==> config.mk <==
export PLATFORM = sky130hd
export DESIGN_NAME = zip_central_directory_parser
export DESIGN_NICKNAME = d
export VERILOG_FILES = /design/src/rtl/core/cdp_pkg.sv /design/src/rtl/core/cdp_in_stage.sv /design/src/rtl/core/cdp_parser.sv /design/src/rtl/core/cdp_out_stage.sv /design/src/rtl/core/zip_central_directory_parser.sv
export VERILOG_INCLUDE_DIRS = /design/src /design/src/rtl/core
export SDC_FILE = /design/constraint.sdc
export NUM_CORES = 1
export LEC_CHECK = 0
export ABC_AREA = 1
export BUFFER_PORTS_ARGS = -buffer_cell sky130_fd_sc_hd__buf_4
export CAP_MARGIN = 20
export CORE_MARGIN = 8
export CORE_UTILIZATION = 40
export DETAILED_ROUTE_END_ITERATION = 12
export PLACE_DENSITY = 0.6
export SLEW_MARGIN = 0
export SYNTH_ARGS = -nofsm -noshare
export SYNTH_HDL_FRONTEND = slang
export SYNTH_SLANG_ARGS = --single-unit
==> constraint.sdc <==
create_clock -name clk -period 21.8 [get_ports clk]
set_clock_uncertainty 0.2 [all_clocks]
set_input_delay 3.27 -clock clk [delete_from_list [all_inputs] [get_ports clk]]
set_output_delay 3.27 -clock clk [all_outputs]
set_load 0.01 [all_outputs]
==> src/rtl/core/assert_macros.svh <==
// assertion macros used by zip_central_directory_parser.sv
`ifndef ASSERT_MACROS_SVH
`define ASSERT_MACROS_SVH
`ifndef SYNTHESIS
`define ASSERT_IMPLIES(label, clk, rst_n, ante, cons) \
    label: assert property (@(posedge clk) disable iff (!rst_n) (ante) |-> (cons)) \
        else $error("assertion failed");
`define ASSERT_NEXT(label, clk, rst_n, ante, cons) \
    label: assert property (@(posedge clk) disable iff (!rst_n) (ante) |=> (cons)) \
        else $error("assertion failed");
`else
`define ASSERT_IMPLIES(label, clk, rst_n, ante, cons)
`define ASSERT_NEXT(label, clk, rst_n, ante, cons)
`endif
`endif

==> src/rtl/core/cdp_pkg.sv <==
// types and constants of the central directory parser
`timescale 1ns / 1ps
package cdp_pkg;

    localparam logic [31:0] CD_SIGNATURE   = 32'h0201_4b50;
    localparam logic [31:0] SENTINEL32     = 32'hFFFF_FFFF;
    localparam logic [15:0] ZIP64_TAG      = 16'h0001;

    // byte positions in the fixed header
    localparam logic [15:0] SIG_LAST        = 16'd3;
    localparam logic [15:0] CSIZE_LAST      = 16'd23;
    localparam logic [15:0] USIZE_LAST      = 16'd27;
    localparam logic [15:0] NAME_LEN_LAST   = 16'd29;
    localparam logic [15:0] EXTRA_LEN_LAST  = 16'd31;
    localparam logic [15:0] COMMENT_LEN_LAST = 16'd33;
    localparam logic [15:0] HEADER_LAST     = 16'd45;

    typedef enum logic [4:0] {
        PH_HEADER  = 5'b00001,
        PH_NAME    = 5'b00010,
        PH_EXTRA   = 5'b00100,
        PH_COMMENT = 5'b01000,
        PH_HALTED  = 5'b10000
    } phase_t;

    typedef struct packed {
        logic        has_name_byte;
        logic [7:0]  name_out;
        logic        entry_done;
        logic        bad_signature;
        logic [63:0] header_offset;
        logic [31:0] entry_number;
        logic [15:0] name_length;
    } result_t;

endpackage

==> src/rtl/core/cdp_in_stage.sv <==
// input register holding one byte item
`timescale 1ns / 1ps
module cdp_in_stage
    import cdp_pkg::*;
(
    input  logic       clk,
    input  logic       rst_n,
    input  logic       in_valid,
    output logic       in_ready,
    input  logic [7:0] data_byte,
    input  logic       advance,
    output logic       s1_valid,
    output logic [7:0] s1_byte
);

    logic       valid_reg, valid_next;
    logic [7:0] byte_reg, byte_next;

    assign in_ready = !valid_reg || advance;

    always_comb
    begin
        valid_next = valid_reg;
        byte_next  = byte_reg;
        if (in_valid && in_ready)
        begin
            valid_next = 1'b1;
            byte_next  = data_byte;
        end
        else if (advance)
        begin
            valid_next = 1'b0;
        end
    end

    always_ff @(posedge clk or negedge rst_n)
    begin
        if (!rst_n)
            valid_reg <= 1'b0;
        else
            valid_reg <= valid_next;
    end

    always_ff @(posedge clk)
    begin
        byte_reg <= byte_next;
    end

    assign s1_valid = valid_reg;
    assign s1_byte  = byte_reg;

endmodule

==> src/rtl/core/cdp_parser.sv <==
// record parser state and per-byte next-state logic
`timescale 1ns / 1ps
module cdp_parser
    import cdp_pkg::*;
(
    input  logic        clk,
    input  logic        rst_n,
    input  logic        fire,
    input  logic [7:0]  data_byte,
    input  logic [31:0] total_entries,
    output logic        res_valid,
    output result_t     res
);

    phase_t      phase_reg, phase_next;
    logic [15:0] phase_count_reg, phase_count_next;
    logic [31:0] signature_shift_reg, signature_shift_next;
    logic [15:0] name_len_reg, name_len_next;
    logic [15:0] extra_len_reg, extra_len_next;
    logic [15:0] comment_len_reg, comment_len_next;
    logic [1:0]  size_sentinels_reg, size_sentinels_next;
    logic [63:0] offset_reg, offset_next;
    logic [31:0] tag_header_reg, tag_header_next;
    logic [15:0] tag_cursor_reg, tag_cursor_next;
    logic [16:0] capture_position_reg, capture_position_next;
    logic        extra_scan_on_reg, extra_scan_on_next;
    logic [31:0] entries_seen_reg, entries_seen_next;

    logic        active;
    logic        done;
    logic        bad;
    logic [31:0] sig_shift;
    logic [16:0] idx17;
    logic        part_last;
    logic [15:0] part_len;
    logic        cap_hit;
    logic [2:0]  cap_k;
    logic        tag_hit;
    logic        tag_last;
    logic [31:0] tag_new;
    logic [16:0] tag_start;
    logic [17:0] tag_end;
    logic [18:0] f0, f1, f2;
    logic [63:0] offset_ins;

    assign active    = (phase_reg != PH_HALTED) && (entries_seen_reg < total_entries);
    assign sig_shift = {data_byte, signature_shift_reg[31:8]};
    assign idx17     = {1'b0, phase_count_reg};

    always_comb
    begin
        unique case (phase_reg)
            PH_NAME:  part_len = name_len_reg;
            PH_EXTRA: part_len = extra_len_reg;
            default:  part_len = comment_len_reg;
        endcase
    end

    assign part_last = (idx17 + 17'd1) >= {1'b0, part_len};

    // extra field walk
    assign cap_hit  = (idx17 >= capture_position_reg)
                      && ({1'b0, idx17} < ({1'b0, capture_position_reg} + 18'd8));
    assign cap_k    = 3'(idx17 - capture_position_reg);
    assign tag_hit  = (phase_count_reg >= tag_cursor_reg)
                      && (idx17 < ({1'b0, tag_cursor_reg} + 17'd4));
    assign tag_last = idx17 == ({1'b0, tag_cursor_reg} + 17'd3);
    assign tag_new  = {data_byte, tag_header_reg[31:8]};
    assign tag_start = {1'b0, tag_cursor_reg} + 17'd4;
    assign tag_end   = {1'b0, tag_start} + {2'b00, tag_new[31:16]};
    assign f0 = {2'b00, tag_start};
    assign f1 = (size_sentinels_reg[1] && (f0 + 19'd8 <= {1'b0, tag_end})) ? f0 + 19'd8 : f0;
    assign f2 = (size_sentinels_reg[0] && (f1 + 19'd8 <= {1'b0, tag_end})) ? f1 + 19'd8 : f1;
    assign offset_ins = ((cap_k == 3'd0) ? 64'd0 : offset_reg)
                        | ({56'd0, data_byte} << {cap_k, 3'b000});

    always_comb
    begin
        phase_next            = phase_reg;
        phase_count_next      = phase_count_reg;
        signature_shift_next  = signature_shift_reg;
        name_len_next         = name_len_reg;
        extra_len_next        = extra_len_reg;
        comment_len_next      = comment_len_reg;
        size_sentinels_next   = size_sentinels_reg;
        offset_next           = offset_reg;
        tag_header_next       = tag_header_reg;
        tag_cursor_next       = tag_cursor_reg;
        capture_position_next = capture_position_reg;
        extra_scan_on_next    = extra_scan_on_reg;
        entries_seen_next     = entries_seen_reg;
        done                  = 1'b0;
        bad                   = 1'b0;
        res                   = '0;

        if (active)
        begin
            unique case (phase_reg)
                PH_HEADER:
                begin
                    signature_shift_next = sig_shift;
                    if (phase_count_reg == SIG_LAST && sig_shift != CD_SIGNATURE)
                    begin
                        phase_next = PH_HALTED;
                        bad        = 1'b1;
                    end
                    else
                    begin
                        if (phase_count_reg == CSIZE_LAST && sig_shift == SENTINEL32)
                            size_sentinels_next[0] = 1'b1;
                        if (phase_count_reg == USIZE_LAST && sig_shift == SENTINEL32)
                            size_sentinels_next[1] = 1'b1;
                        if (phase_count_reg == NAME_LEN_LAST)
                            name_len_next = sig_shift[31:16];
                        if (phase_count_reg == EXTRA_LEN_LAST)
                            extra_len_next = sig_shift[31:16];
                        if (phase_count_reg == COMMENT_LEN_LAST)
                            comment_len_next = sig_shift[31:16];
                        if (phase_count_reg == HEADER_LAST)
                        begin
                            offset_next           = {32'd0, sig_shift};
                            extra_scan_on_next    = sig_shift == SENTINEL32;
                            tag_cursor_next       = '0;
                            tag_header_next       = '0;
                            capture_position_next = '0;
                            phase_count_next      = '0;
                            priority if (name_len_reg != 16'd0)
                                phase_next = PH_NAME;
                            else if (extra_len_reg != 16'd0)
                                phase_next = PH_EXTRA;
                            else if (comment_len_reg != 16'd0)
                                phase_next = PH_COMMENT;
                            else
                                done = 1'b1;
                        end
                        else
                        begin
                            phase_count_next = phase_count_reg + 16'd1;
                        end
                    end
                end
                PH_NAME:
                begin
                    res.has_name_byte = 1'b1;
                    res.name_out      = data_byte;
                    if (part_last)
                    begin
                        phase_count_next = '0;
                        priority if (extra_len_reg != 16'd0)
                            phase_next = PH_EXTRA;
                        else if (comment_len_reg != 16'd0)
                            phase_next = PH_COMMENT;
                        else
                            done = 1'b1;
                    end
                    else
                    begin
                        phase_count_next = phase_count_reg + 16'd1;
                    end
                end
                PH_EXTRA:
                begin
                    if (extra_scan_on_reg)
                    begin
                        if (capture_position_reg != 17'd0)
                        begin
                            if (cap_hit)
                            begin
                                offset_next = offset_ins;
                                if (cap_k == 3'd7)
                                    extra_scan_on_next = 1'b0;
                            end
                        end
                        else if (tag_hit)
                        begin
                            tag_header_next = tag_new;
                            if (tag_last)
                            begin
                                priority if (tag_end > {2'b00, extra_len_reg})
                                    extra_scan_on_next = 1'b0;
                                else if (tag_new[15:0] == ZIP64_TAG)
                                begin
                                    if (f2 + 19'd8 <= {1'b0, tag_end})
                                        capture_position_next = f2[16:0];
                                    else
                                        extra_scan_on_next = 1'b0;
                                end
                                else
                                    tag_cursor_next = tag_end[15:0];
                            end
                        end
                    end
                    if (part_last)
                    begin
                        phase_count_next = '0;
                        if (comment_len_reg != 16'd0)
                            phase_next = PH_COMMENT;
                        else
                            done = 1'b1;
                    end
                    else
                    begin
                        phase_count_next = phase_count_reg + 16'd1;
                    end
                end
                PH_COMMENT:
                begin
                    if (part_last)
                        done = 1'b1;
                    else
                        phase_count_next = phase_count_reg + 16'd1;
                end
                default:
                begin
                    phase_next = phase_reg;
                end
            endcase

            res.bad_signature = bad;
            if (done)
            begin
                res.entry_done    = 1'b1;
                res.header_offset = offset_next;
                res.entry_number  = entries_seen_reg;
                res.name_length   = name_len_reg;
                entries_seen_next     = entries_seen_reg + 32'd1;
                phase_next            = PH_HEADER;
                phase_count_next      = '0;
                size_sentinels_next   = '0;
                extra_scan_on_next    = 1'b0;
                capture_position_next = '0;
                tag_cursor_next       = '0;
                tag_header_next       = '0;
            end
        end
    end

    assign res_valid = res.has_name_byte || res.entry_done || res.bad_signature;

    always_ff @(posedge clk or negedge rst_n)
    begin
        if (!rst_n)
        begin
            phase_reg            <= PH_HEADER;
            phase_count_reg      <= '0;
            signature_shift_reg  <= '0;
            name_len_reg         <= '0;
            extra_len_reg        <= '0;
            comment_len_reg      <= '0;
            size_sentinels_reg   <= '0;
            offset_reg           <= '0;
            tag_header_reg       <= '0;
            tag_cursor_reg       <= '0;
            capture_position_reg <= '0;
            extra_scan_on_reg    <= 1'b0;
            entries_seen_reg     <= '0;
        end
        else if (fire)
        begin
            phase_reg            <= phase_next;
            phase_count_reg      <= phase_count_next;
            signature_shift_reg  <= signature_shift_next;
            name_len_reg         <= name_len_next;
            extra_len_reg        <= extra_len_next;
            comment_len_reg      <= comment_len_next;
            size_sentinels_reg   <= size_sentinels_next;
            offset_reg           <= offset_next;
            tag_header_reg       <= tag_header_next;
            tag_cursor_reg       <= tag_cursor_next;
            capture_position_reg <= capture_position_next;
            extra_scan_on_reg    <= extra_scan_on_next;
            entries_seen_reg     <= entries_seen_next;
        end
    end

endmodule

==> src/rtl/core/cdp_out_stage.sv <==
// result register toward the output channel
`timescale 1ns / 1ps
module cdp_out_stage
    import cdp_pkg::*;
(
    input  logic    clk,
    input  logic    rst_n,
    input  logic    s1_valid,
    input  logic    res_valid,
    input  result_t res,
    output logic    advance,
    output logic    out_valid,
    input  logic    out_ready,
    output result_t out_res
);

    logic    valid_reg, valid_next;
    result_t res_reg, res_next;

    assign advance = !valid_reg || out_ready;

    always_comb
    begin
        valid_next = valid_reg;
        res_next   = res_reg;
        if (advance)
        begin
            valid_next = s1_valid && res_valid;
            res_next   = res;
        end
    end

    always_ff @(posedge clk or negedge rst_n)
    begin
        if (!rst_n)
            valid_reg <= 1'b0;
        else
            valid_reg <= valid_next;
    end

    always_ff @(posedge clk)
    begin
        res_reg <= res_next;
    end

    assign out_valid = valid_reg;
    assign out_res   = res_reg;

endmodule

==> src/rtl/core/zip_central_directory_parser.sv <==
// top level of the zip central directory record parser
//
//  channel   signals                          dir   payload
//  ------------------------------------------------------------------------
//  input     in_valid / in_ready              in    data_byte
//  output    out_valid / out_ready            out   name byte, record result
//  config    cfg_valid / cfg_ready            in    cfg_data (total_entries)
//
// one byte item per cycle unless the output stalls
// each byte updates the parser state in one pass between input and result register
// an item that gives no result leaves no entry at the output
// a stalled output holds the input register, which then holds in_ready low
// reset sets the parser phase to PH_HEADER and clears its other state and total_entries to zero
`timescale 1ns / 1ps
`include "assert_macros.svh"
module zip_central_directory_parser
    import cdp_pkg::*;
(
    input  logic        clk,
    input  logic        rst_n,
    input  logic        in_valid,
    output logic        in_ready,
    input  logic [7:0]  data_byte,
    output logic        out_valid,
    input  logic        out_ready,
    output logic        has_name_byte,
    output logic [7:0]  name_out,
    output logic        entry_done,
    output logic        bad_signature,
    output logic [63:0] header_offset,
    output logic [31:0] entry_number,
    output logic [15:0] name_length,
    input  logic        cfg_valid,
    output logic        cfg_ready,
    input  logic [31:0] cfg_data
);

    logic [31:0] total_entries_reg;
    logic        s1_valid;
    logic [7:0]  s1_byte;
    logic        advance;
    logic        res_valid;
    result_t     res;
    result_t     out_res;

    assign cfg_ready = 1'b1;

    always_ff @(posedge clk or negedge rst_n)
    begin
        if (!rst_n)
            total_entries_reg <= '0;
        else if (cfg_valid && cfg_ready)
            total_entries_reg <= cfg_data;
    end

    cdp_in_stage u_in_stage (
        .clk       (clk),
        .rst_n     (rst_n),
        .in_valid  (in_valid),
        .in_ready  (in_ready),
        .data_byte (data_byte),
        .advance   (advance),
        .s1_valid  (s1_valid),
        .s1_byte   (s1_byte)
    );

    cdp_parser u_parser (
        .clk           (clk),
        .rst_n         (rst_n),
        .fire          (s1_valid && advance),
        .data_byte     (s1_byte),
        .total_entries (total_entries_reg),
        .res_valid     (res_valid),
        .res           (res)
    );

    cdp_out_stage u_out_stage (
        .clk       (clk),
        .rst_n     (rst_n),
        .s1_valid  (s1_valid),
        .res_valid (res_valid),
        .res       (res),
        .advance   (advance),
        .out_valid (out_valid),
        .out_ready (out_ready),
        .out_res   (out_res)
    );

    assign has_name_byte = out_res.has_name_byte;
    assign name_out      = out_res.name_out;
    assign entry_done    = out_res.entry_done;
    assign bad_signature = out_res.bad_signature;
    assign header_offset = out_res.header_offset;
    assign entry_number  = out_res.entry_number;
    assign name_length   = out_res.name_length;

    `ASSERT_NEXT(a_stalled_byte_held, clk, rst_n, s1_valid && !advance, s1_valid && $stable(s1_byte))
    `ASSERT_IMPLIES(a_result_not_empty, clk, rst_n, out_valid, has_name_byte || entry_done || bad_signature)
    `ASSERT_IMPLIES(a_bad_sig_alone, clk, rst_n, out_valid && bad_signature, !entry_done && !has_name_byte)

endmodule
Word-level counts from Yosys, hierarchy flattened --
Index checks and enable logic that the tools add are counted. W data, S select, Z words.
Storage, ports and cells: memory bits (read-only) 0, output and inout bits 126, flip-flop bits (word level) 430, memory bits (writable) 0, bits in latches 0, input bits 45, memories 0
Operators by class: multiplexer cells 89, bitwise logic cells 2, reductions and logical operators 46, shift-type cells 1, equality and inequality tests 32, magnitude comparators 10, add/subtract/negate cells 11, divide/modulo/power cells 0, multiply operators 0
Operators by type and width (count):
- $mux W64 | 6
- $mux W16 | 14
- $mux W32 | 6
- $mux W17 | 10
- $pmux W64 S2 | 1
- $mux W123 | 1
- $mux W112 | 1
- $eq A16 B5 Y1 const B | 4
- $or A64 B64 Y64 | 1
- $pmux W16 S2 | 2
- $pmux W32 S2 | 1
- $shl A8 B6 Y64 | 1
- $le A19 B18 Y1 | 3
- $pmux W16 S3 | 1
- $reduce_bool A16 Y1 | 3
- $mux W5 | 8
- $add A19 B4 Y19 const B | 2
- $mux W19 | 2
- $add A17 B4 Y18 const B | 2
- $reduce_and A5 Y1 | 7
- $pmux W17 S2 | 1
- $add A32 B1 Y32 const B | 1
- $eq A16 B6 Y1 const B | 2
- $eq A32 B32 Y1 const B | 1
- other kinds (49) | 110

Logic depth before layout (Yosys ltp) --
Gate-level depths: netlist of the first run.
word-level depth 20, mapped depth 77, mapped depth without buffers 75

Hierarchy --
From an unflattened synthesis of the first run, not the netlist that was laid out.
Second synthesis, totals: cell total of the unflattened synthesis 3287, area total of the unflattened synthesis 26620.5 µm²
Modules (own cells, without submodules):
- cdp_parser | times used 1, cells each 3005, area an instance 21285.4 µm²
- cdp_out_stage | times used 1, cells each 128, area an instance 3738.6 µm²
- zip_central_directory_parser | times used 1, cells each 140, area an instance 1311.3 µm²
- cdp_in_stage | times used 1, cells each 14, area an instance 285.3 µm²

Worst setup path after synthesis of the first run --
No wires, ideal clock.
path type input to register, start input port out_ready, end register u_parser.entries_seen_reg[29], setup time 0.124 ns, buffers on the path 0, setup slack 13.081 ns, cell stages on the path 16, arrival time 8.395 ns, cells stage by stage nor2_1 > inv_1 > nand2_1 > nor2_1 > clkinv_1 > nor2_1 > inv_1 > nor4_1 > nand2_1 > nor2_1 > nand2_1 > nor4_1 > nand4_1 > inv_1 > nand4_1 > xor2_1
Between the ends: longest elaborated chain between the ends 3
RTL lines:
- from (decl) | RTL line zip_central_directory_parser.sv:25 | input logic out_ready,
- $logic_or A1 B1 Y1 | RTL line cdp_out_stage.sv:20 | assign advance = !valid_reg || out_ready;
- named net advance | RTL line zip_central_directory_parser.sv:41 | logic advance;
- $logic_and A1 B1 Y1 | RTL line zip_central_directory_parser.sv:70 | .fire (s1_valid && advance),
- $reduce_and A3 Y1 (no line)
- to (signal assigned) | RTL line cdp_parser.sv:272 | entries_seen_reg <= entries_seen_next;
- to (decl) | RTL line cdp_parser.sv:27 | logic [31:0] entries_seen_reg, entries_seen_next;
The timed path passes the listed nets, and every way through them passes these cells. A chain may end at the register's enable or synchronous reset.

Worst setup path after layout of the first run --
start register u_parser.tag_cursor_reg[7], end register u_parser.capture_position_reg[1]
Between the ends: longest elaborated chain between the ends 18
RTL lines:
- from (decl) | RTL line cdp_parser.sv:24 | logic [15:0] tag_cursor_reg, tag_cursor_next;
- from (signal assigned) | RTL line cdp_parser.sv:269 | tag_cursor_reg <= tag_cursor_next;
- parallel branches: the longest is 18 deep, another holds $le A19 B18 Y1
- to (signal assigned) | RTL line cdp_parser.sv:270 | capture_position_reg <= capture_position_next;
- to (decl) | RTL line cdp_parser.sv:25 | logic [16:0] capture_position_reg, capture_position_next;
Several ways; the timed one is not identified. The select of a mux whose other input is x is not followed.

==> summary.md, run 1 <==
| Metric | Value |
|---|---|
| ANT nets after route | 0 |
| Synth top area cells | dfrtp_1 (27%), edfxtp_1 (15%), ha_1 (8.9%), nand2_1 (8.3%), o21ai_0 (6.9%) |
| Longest Clk Path Bufs | 3 |
| Final worst slack | 11.24 ns |
| H-tree depth | 2 |
| Syn_area_per_cell | 8.05 µm² |
| CTS Buf Count | 47 |
| Count leader, synth | nand2_1 |
| Final setup violation count | 0 |
| Mux contribution to synthesized area | 0.0430% |
| Hpwl dp | 61.0 mm |
| Via count | 22800 |
| Worst path most repeated cell | nand2_1 |
| Post-synth top cells | nand2_1 (579), inv_1 (478), o21ai_0 (360), dfrtp_1 (282), nor2_1 (273) |
| PD cells | 62.9 nW/µm² |
| FF-to-FF End | u_parser.capture_position_reg[1] |
| Die height | 272 µm |
| Synthesized area | 26200 µm² |
| Tcrit/Tclk final | 48.5% |
| Port bufs | 169 |
| Synth Area in Simple Gates | 22.7% |
| Final cell count without fillers | 4288 |
| Top-area cell type share of the netlist area | 26.9% |
| Pin count of the biggest net entering global routing | 101 |
| Period minus WS final | 10.56 ns |
| Startpoint types | flip-flop |
| Design area | 30000 µm² |
| Flop-to-flop setup slack | 11.24 ns |
| Main combinational cell family by area after synthesis | simple AND/OR/NAND/NOR gates |
| Layout area overhead | 14.4% |
| Hold Path Cell Cnt | 2 |
| Power Total | 1.89 mW |
| Post-synth EDFFs | 131 |
| Worst setup slack after placement | 11.36 ns |
| Routability Congestion | 0.938 |
| # IOs | 171 |
| Routed WL | 82.9 mm |
| Leakage power | 13.9 nW |
| Max Slew Vio Count | 0 |
| Core area | 65300 µm² |
| Initial Util | 40.1% |
| Core Util, Final | 45.9% |
| RSZ-0062 raised after global routing | no |
| Worst R2R Start | u_parser.tag_cursor_reg[7] |
| CTS Sinks | 414 |
| Ys async rst share | 68.4% |
| Post-DP Area | 28300 µm² |
| Pre-Repair DR Iteration Count | 6 |
| Post-synthesis adder-cell area fraction | 9.09% |
| TNS Setup | 0 ns |
| Largest area contributor in the netlist | dfrtp_1 |
| Outcome | complete, no violations |
| Peak Freq | 94.7 MHz |
| R2R depth | 62 |
| Fillers | 6549 |
| Die width | 272 µm |
| Largest register FFs | 123 |
| Tot GR Track Use | 22.1% |
| Setup CP Type | reg2reg |
| Skew-Pair Late Insertion Delay | 0.61 ns |
| Synth cell types | 69 |
| Headroom to the max-slew limit | 23.4% |
| Grt ovf | 0 |
| Min-delay src | u_parser.extra_len_reg[5] |
| Rows | 94 |
| CTS clock-pin slew for the worst setup and hold paths | 0.06 ns |
| CTS tree | yes |
| Share of cells above drive strength 1 | 11.8% |
| Die area | 73900 µm² |
| Vias per cell | 5.31 |
| CP required | 22.09 ns |
| Crit path largest cell delay | 0.66 ns |
| PostCTS Resize Cnt | 0 |
| Max-cap violations | 0 |
| Wire per inst | 19.3 µm |
| Worst Max-Slew Pin Slew | 1.14 ns |
| Crit-path max FO | 34 |
| Placed cell count | 4197 |
| Syn Inst Count | 3253 |
| CP Capture Type | flip-flop |
| Vias in the first global route | 22100 |
| Initial antenna violation count | 1 |
| CTS Root Cell | clkbuf_16 |
| Worst path slowest cell | dfrtp_1 |
| Post-synth top flop | dfrtp_1 |
| Antenna Cells | 0 |
| Final hold violation count | 0 |
| Yosys warnings | 0 |
| WP data arrival | 10.85 ns |
| Hold crit path type | reg2reg |
| Compound-gate portion of the synthesized area | 13.3% |
| Worst Hold End | u_parser.extra_len_reg[5] |
| DRT iter0 DRCs | 2048 |
| Post-synthesis sequential area ratio | 42.1% |
| Yosys reg bits | 414 |
| Hold Slack | 0.286 ns |
| First-pass GRT wire length | 129 mm |
| Peak VDD IR | 0.0613 mV |
| Cts hold-fix bufs | 0 |
| Nets@finish | 3619 |
| Xor and xnor fraction of the mapped netlist area | 3.58% |
| DRC viols | 0 |
| # Post-CTS Setup Buffers | 0 |
power by group:
group          switching [mW]  internal [mW]  leakage, nW
registers              0.0132          0.839         5.10
logic                   0.127         0.0635         8.07
clock network           0.347          0.496        0.778
total                   0.487           1.40         13.9
worst max-delay path, delay by kind of cell, from the launching register on:
family	cells	cell delay [ns]
AO/OA/AOI/OAI	8	1.41
XOR/XNOR	2	0.34
adder cells (fa/ha/maj)	6	1.78
buffers and inverters	5	0.45
flip-flops	1	0.66
AND/OR/NAND/NOR	41	5.61
cells in the final DEF (no fill, tap or decap), types with 6 or more instances in the layout:
cell type / count
nand3_1: 185
nor4_1: 41
nor2_4: 14
inv_1: 476
ha_1: 187
o21ai_2: 18
clkbuf_1: 10
nor2_2: 7
or2_2: 7
bufinv_16: 7
nand4_1: 79
a21oi_1: 107
inv_2: 8
clkbuf_16: 48
nor2_1: 270
nand2_4: 9
o21a_1: 11
a31oi_1: 6
a21o_1: 7
dfrtp_1: 282
o22ai_1: 24
a221oi_1: 15
edfxtp_1: 131
clkinv_1: 16
xor2_1: 91
buf_4: 194
o221ai_1: 26
nand2_1: 579
nor3_1: 50
nand2_2: 47
o21ai_0: 360
xnor2_1: 13
routing by layer:
layer	wire length, µm	up-vias	part of all wire [%]	GRT usage (%)
met5	9	-	0.011	0
met3	5240	171	6.3	3.50
li1	-	11100	-	-
met2	38300	752	46	35.7
met1	36300	10700	44	29.8
met4	3060	2	3.7	7.93
how the worst max path moves through the flow:
| stage | from | endpoint | slack (ns) | depth (start not counted) |
|---|---|---|---|---|
| after floorplan | out_ready | u_parser.entries_seen_reg[29] | 13.08 | 16 |
| after global placement | u_parser.tag_cursor_reg[7] | u_parser.capture_position_reg[0] | 11.42 | 62 |
| after detailed placement | u_parser.tag_cursor_reg[7] | u_parser.capture_position_reg[1] | 11.36 | 62 |
| after CTS | u_parser.tag_cursor_reg[7] | u_parser.capture_position_reg[1] | 11.33 | 62 |
| after global routing | u_parser.tag_cursor_reg[7] | u_parser.capture_position_reg[1] | 10.14 | 62 |
| final | u_parser.tag_cursor_reg[7] | u_parser.capture_position_reg[1] | 11.24 | 62 |
cells by family (layout without fill, tap and decap cells):
family / Yosys count / after routing
simple gates: 1315 / 1315
buf+inv: 615 / 784
compound gates: 612 / 612
flops: 414 / 414
fa+ha+maj: 189 / 189
xor+xnor: 105 / 105
other cells: 2 / 4
mux: 1 / 1
layout make-up:
| type | count | area [µm²] | share of cell area (%) |
|---|---|---|---|
| multi-input cells | 2226 | 12800 | 42.8 |
| flip-flops and latches | 414 | 11000 | 36.8 |
| inverters | 498 | 1870 | 6.25 |
| repair buffers | 198 | 1530 | 5.10 |
| clock buffers | 59 | 1250 | 4.18 |
| well taps | 864 | 1080 | 3.61 |
| clock inverters | 29 | 383 | 1.28 |
No activity file was read; power rests on OpenSTA's default activity.
==> inputs of run 2 (changes only) <==
PLACE_DENSITY = 0.62   (was 0.6)
clock period = 9.1 ns   (was 21.8 ns; I/O delays follow)
==> summary.md, run 2 (synthesis results as in run 1) <==
| Metric | Value |
|---|---|
| Switching power total | 1.15 mW |
| Min-delay src | u_parser.extra_len_reg[2] |
| WP data arrival | 8.92 ns |
| Initial Util | 40.1% |
| Period minus WS final | 8.65 ns |
| Final setup violation count | 0 |
| Wire per inst | 19.0 µm |
| Leakage power | 14.7 nW |
| Tcrit/Tclk final | 95.1% |
| Worst path slowest cell | dfrtp_2 |
| Antenna Cells | 0 |
| Met2 GRT Util | 35.6% |
| Initial antenna violation count | 0 |
| CP Capture Type | flip-flop |
| Peak VDD IR | 0.153 mV |
| Fillers | 6338 |
| Share of cells above drive strength 1 | 17.6% |
| Commonest non-fill, non-tap cell in the layout | nand2_1 |
| Max-cap violations | 0 |
| Grt ovf | 0 |
| Pin count of the biggest net entering global routing | 115 |
| Worst Max-Slew Pin Slew | 1.10 ns |
| TNS Setup | 0 ns |
| Headroom to the max-slew limit | 25.9% |
| PD cells | 142 nW/µm² |
| Worst R2R Start | u_parser.tag_cursor_reg[3] |
| CP delay by family, top | simple AND/OR/NAND/NOR gates |
| CTS tree | yes |
| Peak Freq | 116 MHz |
| Layout area overhead | 20.6% |
| Grt met3 use | 3.10% |
| Core area | 65300 µm² |
| H-tree depth | 2 |
| Vias in the first global route | 22100 |
| CTS clock-pin slew for the worst setup and hold paths | 0.07 ns |
| Post-DP Area | 28900 µm² |
| Setup CP Type | reg2reg |
| Hold crit path type | reg2reg |
| Via count | 23200 |
| Part of the power in registers | 45.5% |
| Final hold violation count | 0 |
| Worst setup slack after placement | -0.0378 ns |
| Clock share of power | 43.8% |
| Met1 Resource Use GR | 29.0% |
| Max Slew Vio Count | 0 |
| Routed WL | 83.5 mm |
| CTS Root Cell | clkbuf_16 |
| CP required | 9.37 ns |
| DRT iter0 DRCs | 1738 |
| Largest register FFs | 123 |
| Commonest non-fill, non-tap cells in the layout | nand2_1 (547), inv_1 (470), o21ai_0 (353) |
| Startpoint types | flip-flop |
| Int Pwr | 3.33 mW |
| Nets@finish | 3737 |
| First-pass GRT wire length | 127 mm |
| Final worst slack | 0.450 ns |
| Pre-Repair DR Iteration Count | 6 |
| Die width | 272 µm |
| Outcome | complete, no violations |
| Sw frac | 25.7% |
| Longest Clk Path Bufs | 3 |
| Power Total | 4.49 mW |
| Core Util, Final | 48.4% |
| Design area | 31600 µm² |
| Crit path largest cell delay | 0.44 ns |
| Skew-Pair Late Insertion Delay | 0.60 ns |
| Global route hottest layer | met2 |
| CTS Buf Count | 47 |
| Routability Congestion | 0.946 |
| CTS Sinks | 414 |
| Rows | 94 |
| Vias per cell | 5.28 |
| Logic pwr share | 10.7% |
| Launch point of the worst path | u_parser.tag_cursor_reg[3] |
| Tot GR Track Use | 21.5% |
| Die area | 73900 µm² |
| DRC viols | 0 |
| Crit path buf inv count | 5 |
| Die height | 272 µm |
| Crit-path max FO | 8 |
| Port bufs | 169 |
| Hpwl dp | 61.7 mm |
| # IOs | 171 |
| ANT nets after route | 0 |
==> run 2: cell types whose count changed in the layout (fill, tap and decap cells not counted), sizes merged <==
cell / previous run / this run
bufinv: 7 / 4
nand2: 635 / 636
clkinv: 27 / 24
clkbuf: 60 / 69
buf: 197 / 313
inv: 488 / 487
clkinvlp: 5 / 4
==> run 2: worst paths after layout <==
| path | end | slack, ns | cells past startpoint |
|---|---|---|---|
| max in group asynchronous | u_parser.capture_position_reg[14] | 6.60 | 2 |
| max | u_parser.capture_position_reg[5] | 0.45 | 67 |
| min reg2reg | u_parser.extra_len_reg[2] | 0.29 | 2 |
| min | u_parser.extra_len_reg[2] | 0.29 | 2 |
| min in group asynchronous | u_parser.offset_reg[7] | 0.54 | 1 |
| max reg2reg | u_parser.capture_position_reg[5] | 0.45 | 67 |
==> run 2: layout make-up <==
| type | instances | area (µm²) | share of cell area, % |
|---|---|---|---|
| multi-input combinational | 2227 | 13500 | 42.7 |
| sequential | 414 | 11000 | 34.9 |
| timing repair buffer | 315 | 2500 | 7.93 |
| inverter | 498 | 1880 | 5.94 |
| clock buffer | 67 | 1350 | 4.28 |
| tap | 864 | 1080 | 3.42 |
| clock inverter | 21 | 259 | 0.820 |
==> run 2: per-layer routing <==
layer / vias up / routed length (µm)
met5: - / 0
met4: 0 / 2600
met3: 142 / 4510
met2: 663 / 39700
met1: 11100 / 36800
li1: 11400 / -
==> run 2: through the flow <==
step	hold WS, ns	cells
2_1_floorplan	0.253	3255
3_3_place_gp	0.266	4274
3_5_place_dp	0.274	4274
4_1_cts	0.290	4364
5_1_grt	0.310	4406
6_report	0.290	4406
==> run 2: tightest hold or removal path, cell delays in order (launching register included) <==
cell and delay, ns:
dfrtp_1 0.35, nand2_1 0.05, o21ai_0 0.06
==> run 2: power by group through the flow <==
stage	sequential, mW	clock [mW]	combinational (mW)
2_1_floorplan	2.07	0	0.316
3_3_place_gp	2.07	0	0.458
3_5_place_dp	2.07	0	0.463
4_1_cts	2.04	2.00	0.468
5_1_grt	2.05	2.07	0.557
6_report	2.04	1.97	0.481
==> run 2: what timing repair did <==
action	CTS	global route
hold buffers	0	0
endpoints found under the setup margin	17	18
pin swaps	1	79
buffers inserted	2	38
gates resized for setup	1	146
cloned	0	3
